[config.mk]
export PLATFORM = sky130hd
export DESIGN_NAME = affinity_barrier_task_dispatcher_top
export DESIGN_NICKNAME = d
export VERILOG_FILES = /design/src/rtl/abtd_pkg.sv /design/src/rtl/affinity_barrier_task_dispatcher_top.sv /design/src/rtl/abtd_cell.sv /design/src/rtl/abtd_queue.sv
export SDC_FILE = /design/constraint.sdc
export NUM_CORES = 1
export LEC_CHECK = 0
export ABC_AREA = 1
export BUFFER_PORTS_ARGS = -buffer_cell sky130_fd_sc_hd__buf_4
export CAP_MARGIN = 20
export CORE_AREA = 2 2 240 242
export CTS_CLUSTER_DIAMETER = 50
export DETAILED_ROUTE_END_ITERATION = 12
export DIE_AREA = 0 0 242 244
export PLACE_DENSITY = 0.76
export SYNTH_ARGS = -nofsm -noshare
export SYNTH_HDL_FRONTEND = slang
export SYNTH_SLANG_ARGS = --single-unit
[constraint.sdc]
create_clock -name clk -period 4.5 [get_ports clk]
set_clock_uncertainty 0.05 [all_clocks]
set_input_delay 0.225 -clock clk [delete_from_list [all_inputs] [get_ports clk]]
set_output_delay 0.225 -clock clk [all_outputs]
set_load 0.02 [all_outputs]
[src/rtl/abtd_pkg.sv]
// ----------------------------------------------------------------------------
// abtd_pkg: shared types and constants of the task dispatcher
// Command codes, task kinds, status codes and the cell request struct.
// ----------------------------------------------------------------------------
package abtd_pkg;

  // Sizes of the dispatcher; the stream field widths are built around these.
  localparam int QUEUE_DEPTH = 16;
  localparam int MAX_WORKERS = 16;
  localparam int TAG_WIDTH   = 16;

  localparam int KIND_W = 2;
  localparam int AFF_W  = 5;
  localparam int CMD_W  = 3;

  localparam logic [CMD_W-1:0] CMD_ADD      = 3'd0;
  localparam logic [CMD_W-1:0] CMD_GET      = 3'd1;
  localparam logic [CMD_W-1:0] CMD_COMPLETE = 3'd2;
  localparam logic [CMD_W-1:0] CMD_REL_ALL  = 3'd3;
  localparam logic [CMD_W-1:0] CMD_REL_ONE  = 3'd4;

  localparam logic [KIND_W-1:0] KIND_UNKNOWN = 2'd0;
  localparam logic [KIND_W-1:0] KIND_BARRIER = 2'd2;
  localparam logic [KIND_W-1:0] KIND_NOOP    = 2'd3;

  localparam logic [1:0] ST_OK   = 2'd0;
  localparam logic [1:0] ST_WAIT = 2'd1;
  localparam logic [1:0] ST_FULL = 2'd2;
  localparam logic [1:0] ST_NOOP = 2'd3;

  localparam logic [AFF_W-1:0] AFF_NONE = 5'd16;

  typedef enum logic [1:0] {
    S_IDLE,
    S_SEARCH,
    S_OUT
  } state_t;

  // Control sent along the row of queue cells.
  typedef struct packed {
    logic write;   // load cell at the write slot
    logic take;    // remove entry at the take slot, shift the rest down
  } cell_ctl_t;

endpackage

[src/rtl/affinity_barrier_task_dispatcher_top.sv]
// ----------------------------------------------------------------------------
// affinity_barrier_task_dispatcher_top: task dispatcher for worker threads
// Bounded task queue built as a row of cells with affinity search, barrier
// blocking, release flags and wrapping event counters.
// ----------------------------------------------------------------------------
// Sequence: an accepted request goes through a search step that registers the
//   slot and an update step that loads the result register; the result is then
//   shown. No new request is taken until the result handshake completes and
//   the block returns to idle; a held result stalls input.
// Reset (rst, synchronous): queue empty, no barrier, no busy worker, release
//   flags and counters clear, use_affinity 0, worker_count 16.
module affinity_barrier_task_dispatcher_top (
  input  logic         clk,
  input  logic         rst,
  // config port
  input  logic         cfg_we,
  input  logic         cfg_index,
  input  logic [4:0]   cfg_data,
  // request stream
  input  logic         s_tvalid,
  output logic         s_tready,
  // tdata from bit 0: command[3], task_kind[2], task_affinity[5],
  //   task_tag[16], worker[4], zero pad
  input  logic [31:0]  s_tdata,
  // result stream
  output logic         m_tvalid,
  input  logic         m_tready,
  // tdata from bit 0: status[2], given_kind[2], given_affinity[5],
  //   given_tag[16], all_done[1], busy_count[5], queue_length[5],
  //   blocked_flag[1], delivered_count[32], completed_count[32],
  //   barrier_count[32], emptied_count[32], zero pad
  output logic [167:0] m_tdata
);

  localparam int QUEUE_DEPTH = abtd_pkg::QUEUE_DEPTH;
  localparam int MAX_WORKERS = abtd_pkg::MAX_WORKERS;
  localparam int TAG_WIDTH   = abtd_pkg::TAG_WIDTH;

  localparam int IDX_W = (QUEUE_DEPTH > 1) ? $clog2(QUEUE_DEPTH) : 1;
  localparam int CNT_W = $clog2(QUEUE_DEPTH + 1);
  localparam int ENT_W = abtd_pkg::KIND_W + abtd_pkg::AFF_W + TAG_WIDTH;
  localparam int BUSY_W = $clog2(MAX_WORKERS + 1);

  abtd_pkg::state_t state, state_next;

  // configuration
  logic       use_affinity;
  logic [4:0] worker_count;

  // latched request
  logic [2:0]           cmd_q;
  logic [1:0]           kind_q;
  logic [4:0]           aff_q;
  logic [TAG_WIDTH-1:0] tag_q;
  logic [3:0]           worker_q;

  // dispatcher state
  logic [CNT_W-1:0]        entry_count;
  logic [4:0]              blocking_id;
  logic [BUSY_W-1:0]       busy_level;
  logic [MAX_WORKERS-1:0]  release_flags;
  logic [31:0] delivered_total, completed_total, barrier_total, emptied_total;

  // search result register
  logic [IDX_W-1:0] pos_q;

  abtd_pkg::cell_ctl_t   ctl;
  logic [ENT_W-1:0]      slot_entry [QUEUE_DEPTH];
  logic [QUEUE_DEPTH-1:0] barrier_flags, match_flags;

  assign s_tready = (state == abtd_pkg::S_IDLE);

  // effective worker count and in-use check
  logic [6:0] active;
  logic       in_use;
  assign active = (7'(worker_count) > 7'(MAX_WORKERS)) ? 7'(MAX_WORKERS) : 7'(worker_count);
  assign in_use = 7'(worker_q) < active;

  // oldest match ahead of the first barrier, within the filled slots; the head slot if none or affinity search is off
  logic [IDX_W-1:0] pos_comb;
  always_comb begin
    logic stop;
    pos_comb = '0;
    stop     = 1'b0;
    for (int i = 0; i < QUEUE_DEPTH; i++) begin
      if (!stop && CNT_W'(i) < entry_count) begin
        if (barrier_flags[i]) begin
          stop = 1'b1;
        end else if (match_flags[i]) begin
          pos_comb = IDX_W'(i);
          stop     = 1'b1;
        end
      end
    end
    if (!use_affinity) begin
      pos_comb = '0;
    end
  end

  logic full, rel_set, get_ok;
  assign full    = entry_count >= CNT_W'(QUEUE_DEPTH);
  assign rel_set = in_use && release_flags[worker_q];
  assign get_ok  = in_use && blocking_id == abtd_pkg::AFF_NONE &&
                   (entry_count != '0 || rel_set);

  logic [ENT_W-1:0] taken;
  assign taken = slot_entry[pos_q];

  // the search flag; set once the slot is registered
  logic phase;

  // cell controls are driven in the update cycle only
  always_comb begin
    ctl.write = 1'b0;
    ctl.take  = 1'b0;
    if (state == abtd_pkg::S_SEARCH && phase) begin
      if (cmd_q == abtd_pkg::CMD_ADD && !full) ctl.write = 1'b1;
      if (cmd_q == abtd_pkg::CMD_GET && get_ok && entry_count != '0) ctl.take = 1'b1;
    end
  end

  abtd_queue #(
    .QUEUE_DEPTH(QUEUE_DEPTH), .IDX_W(IDX_W), .ENT_W(ENT_W)
  ) u_queue (
    .clk          (clk),
    .ctl          (ctl),
    .wr_slot      (entry_count[IDX_W-1:0]),
    .take_slot    (pos_q),
    .wr_entry     ({tag_q, aff_q, kind_q}),
    .want_aff     ({1'b0, worker_q}),
    .slot_entry   (slot_entry),
    .barrier_flags(barrier_flags),
    .match_flags  (match_flags)
  );

  // state sequencing: IDLE -> S_SEARCH (pos registered) -> S_OUT
  logic search_done;
  always_ff @(posedge clk) begin
    if (rst) state <= abtd_pkg::S_IDLE;
    else     state <= state_next;
  end

  always_comb begin
    state_next = state;
    case (state)
      abtd_pkg::S_IDLE:   if (s_tvalid) state_next = abtd_pkg::S_SEARCH;
      abtd_pkg::S_SEARCH: if (search_done) state_next = abtd_pkg::S_OUT;
      abtd_pkg::S_OUT:    if (m_tready) state_next = abtd_pkg::S_IDLE;
      default:            state_next = abtd_pkg::S_IDLE;
    endcase
  end

  // the search is done once the slot is registered, then the update happens
  assign search_done = phase;

  logic [1:0]       r_status, r_gk;
  logic [4:0]       r_ga;
  logic [TAG_WIDTH-1:0] r_gt;
  logic             r_done;

  always_ff @(posedge clk) begin
    if (rst) begin
      phase           <= 1'b0;
      use_affinity    <= 1'b0;
      worker_count    <= 5'd16;
      entry_count     <= '0;
      blocking_id     <= abtd_pkg::AFF_NONE;
      busy_level      <= '0;
      release_flags   <= '0;
      delivered_total <= '0;
      completed_total <= '0;
      barrier_total   <= '0;
      emptied_total   <= '0;
    end else begin
      if (cfg_we) begin
        if (cfg_index == 1'b0) use_affinity <= cfg_data[0];
        else                   worker_count <= cfg_data;
      end
      if (state == abtd_pkg::S_IDLE && s_tvalid) begin
        cmd_q    <= s_tdata[2:0];
        kind_q   <= s_tdata[4:3];
        aff_q    <= s_tdata[9:5];
        tag_q    <= s_tdata[10 +: TAG_WIDTH];
        worker_q <= s_tdata[10 + TAG_WIDTH +: 4];
        phase    <= 1'b0;
      end
      if (state == abtd_pkg::S_SEARCH && !phase) begin
        // hold the found slot for the update cycle
        pos_q <= pos_comb;
        phase <= 1'b1;
      end
      if (state == abtd_pkg::S_SEARCH && phase) begin
        phase    <= 1'b0;
        r_status <= abtd_pkg::ST_OK;
        r_gk     <= abtd_pkg::KIND_UNKNOWN;
        r_ga     <= abtd_pkg::AFF_NONE;
        r_gt     <= '0;
        r_done   <= 1'b0;
        case (cmd_q)
          abtd_pkg::CMD_ADD: begin
            if (full) r_status <= abtd_pkg::ST_FULL;
            else      entry_count <= entry_count + 1'b1;
          end
          abtd_pkg::CMD_GET: begin
            if (!get_ok) begin
              r_status <= abtd_pkg::ST_WAIT;
            end else begin
              if (entry_count != '0) begin
                r_gk <= taken[1:0];
                r_ga <= taken[6:2];
                r_gt <= taken[7 +: TAG_WIDTH];
                if (taken[1:0] == abtd_pkg::KIND_BARRIER) blocking_id <= {1'b0, worker_q};
                entry_count <= entry_count - 1'b1;
              end else begin
                r_status <= abtd_pkg::ST_NOOP;
                r_gk     <= abtd_pkg::KIND_NOOP;
              end
              if (busy_level < BUSY_W'(MAX_WORKERS)) busy_level <= busy_level + 1'b1;
              delivered_total <= delivered_total + 1'b1;
            end
          end
          abtd_pkg::CMD_COMPLETE: begin
            if (in_use) begin
              if (blocking_id == {1'b0, worker_q}) begin
                barrier_total <= barrier_total + 1'b1;
                blocking_id   <= abtd_pkg::AFF_NONE;
              end
              completed_total <= completed_total + 1'b1;
              if (busy_level != '0) busy_level <= busy_level - 1'b1;
              if (busy_level <= BUSY_W'(1) && entry_count == '0) begin
                emptied_total <= emptied_total + 1'b1;
                r_done        <= 1'b1;
              end
            end
          end
          abtd_pkg::CMD_REL_ALL: begin
            for (int i = 0; i < MAX_WORKERS; i++)
              if (7'(i) < active) release_flags[i] <= 1'b1;
          end
          abtd_pkg::CMD_REL_ONE: begin
            if (in_use) release_flags[worker_q] <= 1'b0;
          end
          default: ;
        endcase
      end
    end
  end

  assign m_tvalid = (state == abtd_pkg::S_OUT);
  assign m_tdata = {
    3'd0,
    emptied_total, barrier_total, completed_total, delivered_total,
    (blocking_id != abtd_pkg::AFF_NONE),
    5'(entry_count), 5'(busy_level), r_done,
    16'(r_gt), r_ga, r_gk, r_status
  };

  // a result is never shown while the search phase is still open
  a_out_phase: assert property (@(posedge clk) disable iff (rst)
    m_tvalid |-> !phase) else $error("result shown mid search");
  a_count_bound: assert property (@(posedge clk) disable iff (rst)
    entry_count <= CNT_W'(QUEUE_DEPTH)) else $error("queue overfilled");
  a_busy_bound: assert property (@(posedge clk) disable iff (rst)
    busy_level <= BUSY_W'(MAX_WORKERS)) else $error("busy count overflow");

endmodule

[src/rtl/abtd_cell.sv]
// ----------------------------------------------------------------------------
// abtd_cell: one slot of the task queue
// Holds one task, loads a new one, or takes the entry of its upper neighbor.
// Also forms the per-slot barrier flag and the match flag for the affinity search.
// ----------------------------------------------------------------------------
module abtd_cell #(
  parameter int ENT_W     = 23
) (
  input  logic                        clk,
  input  abtd_pkg::cell_ctl_t         ctl,
  input  logic                        load_here,
  input  logic                        shift_here,
  input  logic [ENT_W-1:0]            load_entry,
  input  logic [ENT_W-1:0]            upper_entry,
  input  logic [abtd_pkg::AFF_W-1:0]  want_aff,
  output logic [ENT_W-1:0]            entry,
  output logic                        is_barrier,
  output logic                        is_match
);

  logic [ENT_W-1:0] entry_q;

  always_ff @(posedge clk) begin
    if (ctl.write && load_here) begin
      entry_q <= load_entry;
    end else if (ctl.take && shift_here) begin
      entry_q <= upper_entry;
    end
  end

  assign entry      = entry_q;
  // entry layout: {tag, affinity, kind}
  assign is_barrier = entry_q[abtd_pkg::KIND_W-1:0] == abtd_pkg::KIND_BARRIER;
  assign is_match   = entry_q[abtd_pkg::KIND_W +: abtd_pkg::AFF_W] == want_aff;

endmodule

[src/rtl/abtd_queue.sv]
// ----------------------------------------------------------------------------
// abtd_queue: row of queue cells
// Appends at the tail, removes at any slot with a one-step shift toward head.
// Reports the per-slot barrier and match flags.
// ----------------------------------------------------------------------------
module abtd_queue #(
  parameter int QUEUE_DEPTH = 16,
  parameter int IDX_W       = 4,
  parameter int ENT_W       = 23
) (
  input  logic                        clk,
  input  abtd_pkg::cell_ctl_t         ctl,
  input  logic [IDX_W-1:0]            wr_slot,
  input  logic [IDX_W-1:0]            take_slot,
  input  logic [ENT_W-1:0]            wr_entry,
  input  logic [abtd_pkg::AFF_W-1:0]  want_aff,
  output logic [ENT_W-1:0]            slot_entry [QUEUE_DEPTH],
  output logic [QUEUE_DEPTH-1:0]      barrier_flags,
  output logic [QUEUE_DEPTH-1:0]      match_flags
);

  genvar g;
  generate
    for (g = 0; g < QUEUE_DEPTH; g++) begin : g_cell
      logic [ENT_W-1:0] upper;
      if (g == QUEUE_DEPTH - 1) begin : g_top
        assign upper = slot_entry[g];
      end else begin : g_mid
        assign upper = slot_entry[g+1];
      end
      abtd_cell #(.ENT_W(ENT_W)) u_cell (
        .clk        (clk),
        .ctl        (ctl),
        .load_here  (wr_slot == IDX_W'(g)),
        .shift_here (IDX_W'(g) >= take_slot),
        .load_entry (wr_entry),
        .upper_entry(upper),
        .want_aff   (want_aff),
        .entry      (slot_entry[g]),
        .is_barrier (barrier_flags[g]),
        .is_match   (match_flags[g])
      );
    end
  endgenerate

endmodule

==> impl_metrics.json <==
{
  "run_status": "finished clean",
  "layout.cells.non_filler": 4664,
  "clockRootBuffer": "clkbuf_16",
  "worst-setup-path-type": "flip-flop to flip-flop",
  "grt_overflow": 0,
  "synth_top_cells_by_area": "edfxtp_1 42%, dfxtp_1 11%, o21ai_0 10%",
  "final-setup-viol-count": 0,
  "worst-endpoint-required_ns": 4.71,
  "number_of_global_route_vias_before_repair": 24510,
  "leakage_nw": 13.63,
  "slew-limit-headroom_pct": 28.36,
  "synthDominantCellAreaShare_pct": 41.77,
  "post_cts.repair.setup_buffers": 0,
  "sequential_cell_area_sq_um": 16220,
  "powerDensity_nw_per_um2": 337.2,
  "antennaDiodeCount": 0,
  "vias": 26980,
  "initial_antenna_violation_count": 0,
  "chipWidth_microns": 242,
  "number_of_optimization_iterations_in_the_first_detailed_route_pass": 7,
  "fin_ws_ns": 0.4033,
  "post_synth_instance_area_sq_um": 30770,
  "cp.arrival_ns": 4.30,
  "worstSetupStartpointType": "flip-flop",
  "cells_after_synth": 3684,
  "netSwitchingFraction_pct": 22.77,
  "cts_hold_buffers": 40,
  "asr_flop_ratio_synth_pct": 0,
  "final_min_period_over_clock_period_pct": 91.04,
  "power.combinational.fraction_pct": 4.0,
  "worst_hold_path.num_cells": 3,
  "dp_cells": 4495,
  "synth.largest_area_cell": "edfxtp_1",
  "synth.ff_latch_count": 596,
  "layout_min_cycle_time_ns": 4.097,
  "finalWeightedCongestion": 0.9604,
  "path_max_fanout": 23,
  "whs_endpoint": "worker_count[3]",
  "rsz0062_at_grt": "no",
  "worstReg2RegStart": "worker_count[4]",
  "vias_per_cell": 5.785,
  "synth_warnings": 0,
  "maximum_operating_frequency_mhz": 244.1,
  "fin_setup_tns_ns": 0,
  "internal_power_w": 0.009272,
  "timing.hold.worst.start": "cfg_we",
  "worst-r2r-cell-count": 17,
  "dominantRegCellSynth": "edfxtp_1",
  "count_of_flip_flops_with_a_built_in_enable_after_synthesis": 428,
  "cts_tree": "built",
  "power_w": 0.01200,
  "syn-mean-instance-area_sq_um": 8.352,
  "final_common_cell": "nand2_1",
  "die_y_microns": 244,
  "start_util_pct": 54.78,
  "placement_rows": 87,
  "first_iter_violations": 2827,
  "dp_worst_slack_ns": 0.5594,
  "track_usage_pct": 27.34,
  "core_box_area_sq_um": 56170,
  "multiInputGateArea_sq_um": 12580,
  "yosysUniqueCellTypes": 64,
  "worstHoldPathType": "input pin to flip-flop",
  "clk_pin_slew_ns": 0.06,
  "route.final.wire_length_microns": 82490,
  "fillers": 4760,
  "maxCapViolations": 0,
  "grt_max_degree": 180,
  "irDropWorstVdd_uv": 348.6,
  "report.final.hold_viol_count": 0,
  "ant_nets": 0,
  "area_growth_syn_to_layout_pct": 15.68,
  "grt_first_pass_wirelength_microns": 131400,
  "average_wire_length_per_cell_after_detail_routing_microns": 17.69,
  "worstMarginPinSlew_ns": 1.072,
  "number_of_buffers_added_by_the_clock_tree_synthesis_step": 71,
  "sw_power_w": 0.002733,
  "cts_resized": 0,
  "seq_area_frac_synth_pct": 52.70,
  "most_frequent_cells_in_the_layout": "800 x nand2_1, 633 x o21ai_0, 428 x edfxtp_1, 371 x nor2_1, 289 x inv_1",
  "share_seq_of_total_power_pct": 48.9,
  "layout.core_utilization_pct": 63.37,
  "total_drc_errors_in_the_routed_layout": 0,
  "dp.final_hpwl_microns": 56770,
  "cts_sinks": 596,
  "slew_violations": 0,
  "worst-r2r-setup-slack_ns": 0.40,
  "timing.critical_path.to_type": "flip-flop",
  "clock_power_share_pct": 47.1,
  "cts-htree-levels": 3,
  "port-buffer-count": 207,
  "rr_endpoint": "u_queue.g_cell[1].u_cell.entry[17]",
  "io-pin-count": 213,
  "cts.path.max_buffers": 3,
  "source_to_sink_clock_delay_at_the_later_pin_of_the_worst_skew_pair_ns": 0.62,
  "final_layout_size_suffix_gt1_share_pct": 11.85,
  "die_area_sq_um": 59050,
  "finish.net_count": 3912
}
[kinds of logic after synthesis]
family / share of synthesized area, %
other: 0.01219
buffers and inverters: 6.571
AND/OR/NAND/NOR: 20.36
XOR/XNOR: 1.566
flip-flops: 52.70
AO/OA/AOI/OAI: 18.14
adder cells (fa/ha/maj): 0.6506
[final cells by class]
class / count / area share [%]
clock inverter: 41 / 1.167
tap: 756 / 2.657
timing repair buffer: 300 / 6.665
sequential: 596 / 45.56
multi-input combinational: 2573 / 35.35
clock buffer: 87 / 5.315
inverter: 311 / 3.294
[synth_stat cells, types with 28 or more instances]
library cell and n:
nand2_1 800, o21ai_0 639, edfxtp_1 428, nor2_1 375, inv_1 291, a21oi_1 210, dfxtp_1 168, clkbuf_1 167
o22ai_1 94, nand3_1 75, nor3_1 67, nand4_1 47, xor2_1 33, nor4_1 28
[worst max path at each step]
stage | startpoint | to | slack [ns] | depth (start not counted)
2_1_floorplan | worker_count[4] | u_queue.g_cell[2].u_cell.entry[0] | 0.15 | 15
3_3_place_gp | worker_count[4] | u_queue.g_cell[1].u_cell.entry[18] | 0.53 | 17
3_5_place_dp | worker_count[4] | u_queue.g_cell[1].u_cell.entry[18] | 0.56 | 17
4_1_cts | worker_count[4] | u_queue.g_cell[1].u_cell.entry[16] | 0.51 | 17
5_1_grt | worker_count[4] | u_queue.g_cell[1].u_cell.entry[16] | 0.13 | 17
6_report | worker_count[4] | u_queue.g_cell[1].u_cell.entry[17] | 0.40 | 17
[flip-flops by register name (all words and copies together), names as in the netlist, 3 cells and up]
name and flops:
worker_q 4, busy_level 5, barrier_total 32, u_queue.g_cell.u_cell.entry 368, pos_q 4, aff_q 5, tag_q 16, emptied_total 32
completed_total 32, worker_count 5, release_flags 16, r_ga 5, blocking_id 5, delivered_total 32, cmd_q 3, entry_count 5
r_gt 16
[worst max-delay path, cell delays in order, from the launching register on]
cell	delay, ns
dfxtp_1	0.53
clkinv_2	0.16
a21oi_1	0.18
or2_2	0.15
ha_1	0.25
a21o_1	0.17
a22oi_2	0.16
nand2_4	0.11
nor2_1	0.13
nand2_1	0.12
nor2_1	0.11
inv_1	0.07
nor2_1	0.35
inv_1	0.19
nor2_1	0.28
nand2_1	0.20
o21ai_2	0.15
buf_4	0.35
[through the flow]
stage	instance area (sq um)	hold WS, ns
after floorplan	30780	0.2739
after global placement	32870	0.3536
after detailed placement	32870	0.3544
after CTS	35580	0.008416
after global routing	35600	0.06557
final	35600	0.04240
[per-layer routing]
metal	global-route usage (%)	up-vias	share of wire [%]
met1	39.99	12490	44
met5	0	-	0
met2	42.14	1330	44
met4	8.224	0	2.2
li1	-	13030	-
met3	4.192	131	9.5
[power by group through the flow]
stage	sequential (W)	clock (W)	combinational, W
final	0.00587	0.00566	0.000483
after global routing	0.00587	0.00592	0.000529
after CTS	0.00587	0.00573	0.000471
after detailed placement	0.00598	0	0.000441
after global placement	0.00598	0	0.000437
after floorplan	0.00598	0	0.000289
Power figures use the tool's default switching activity.
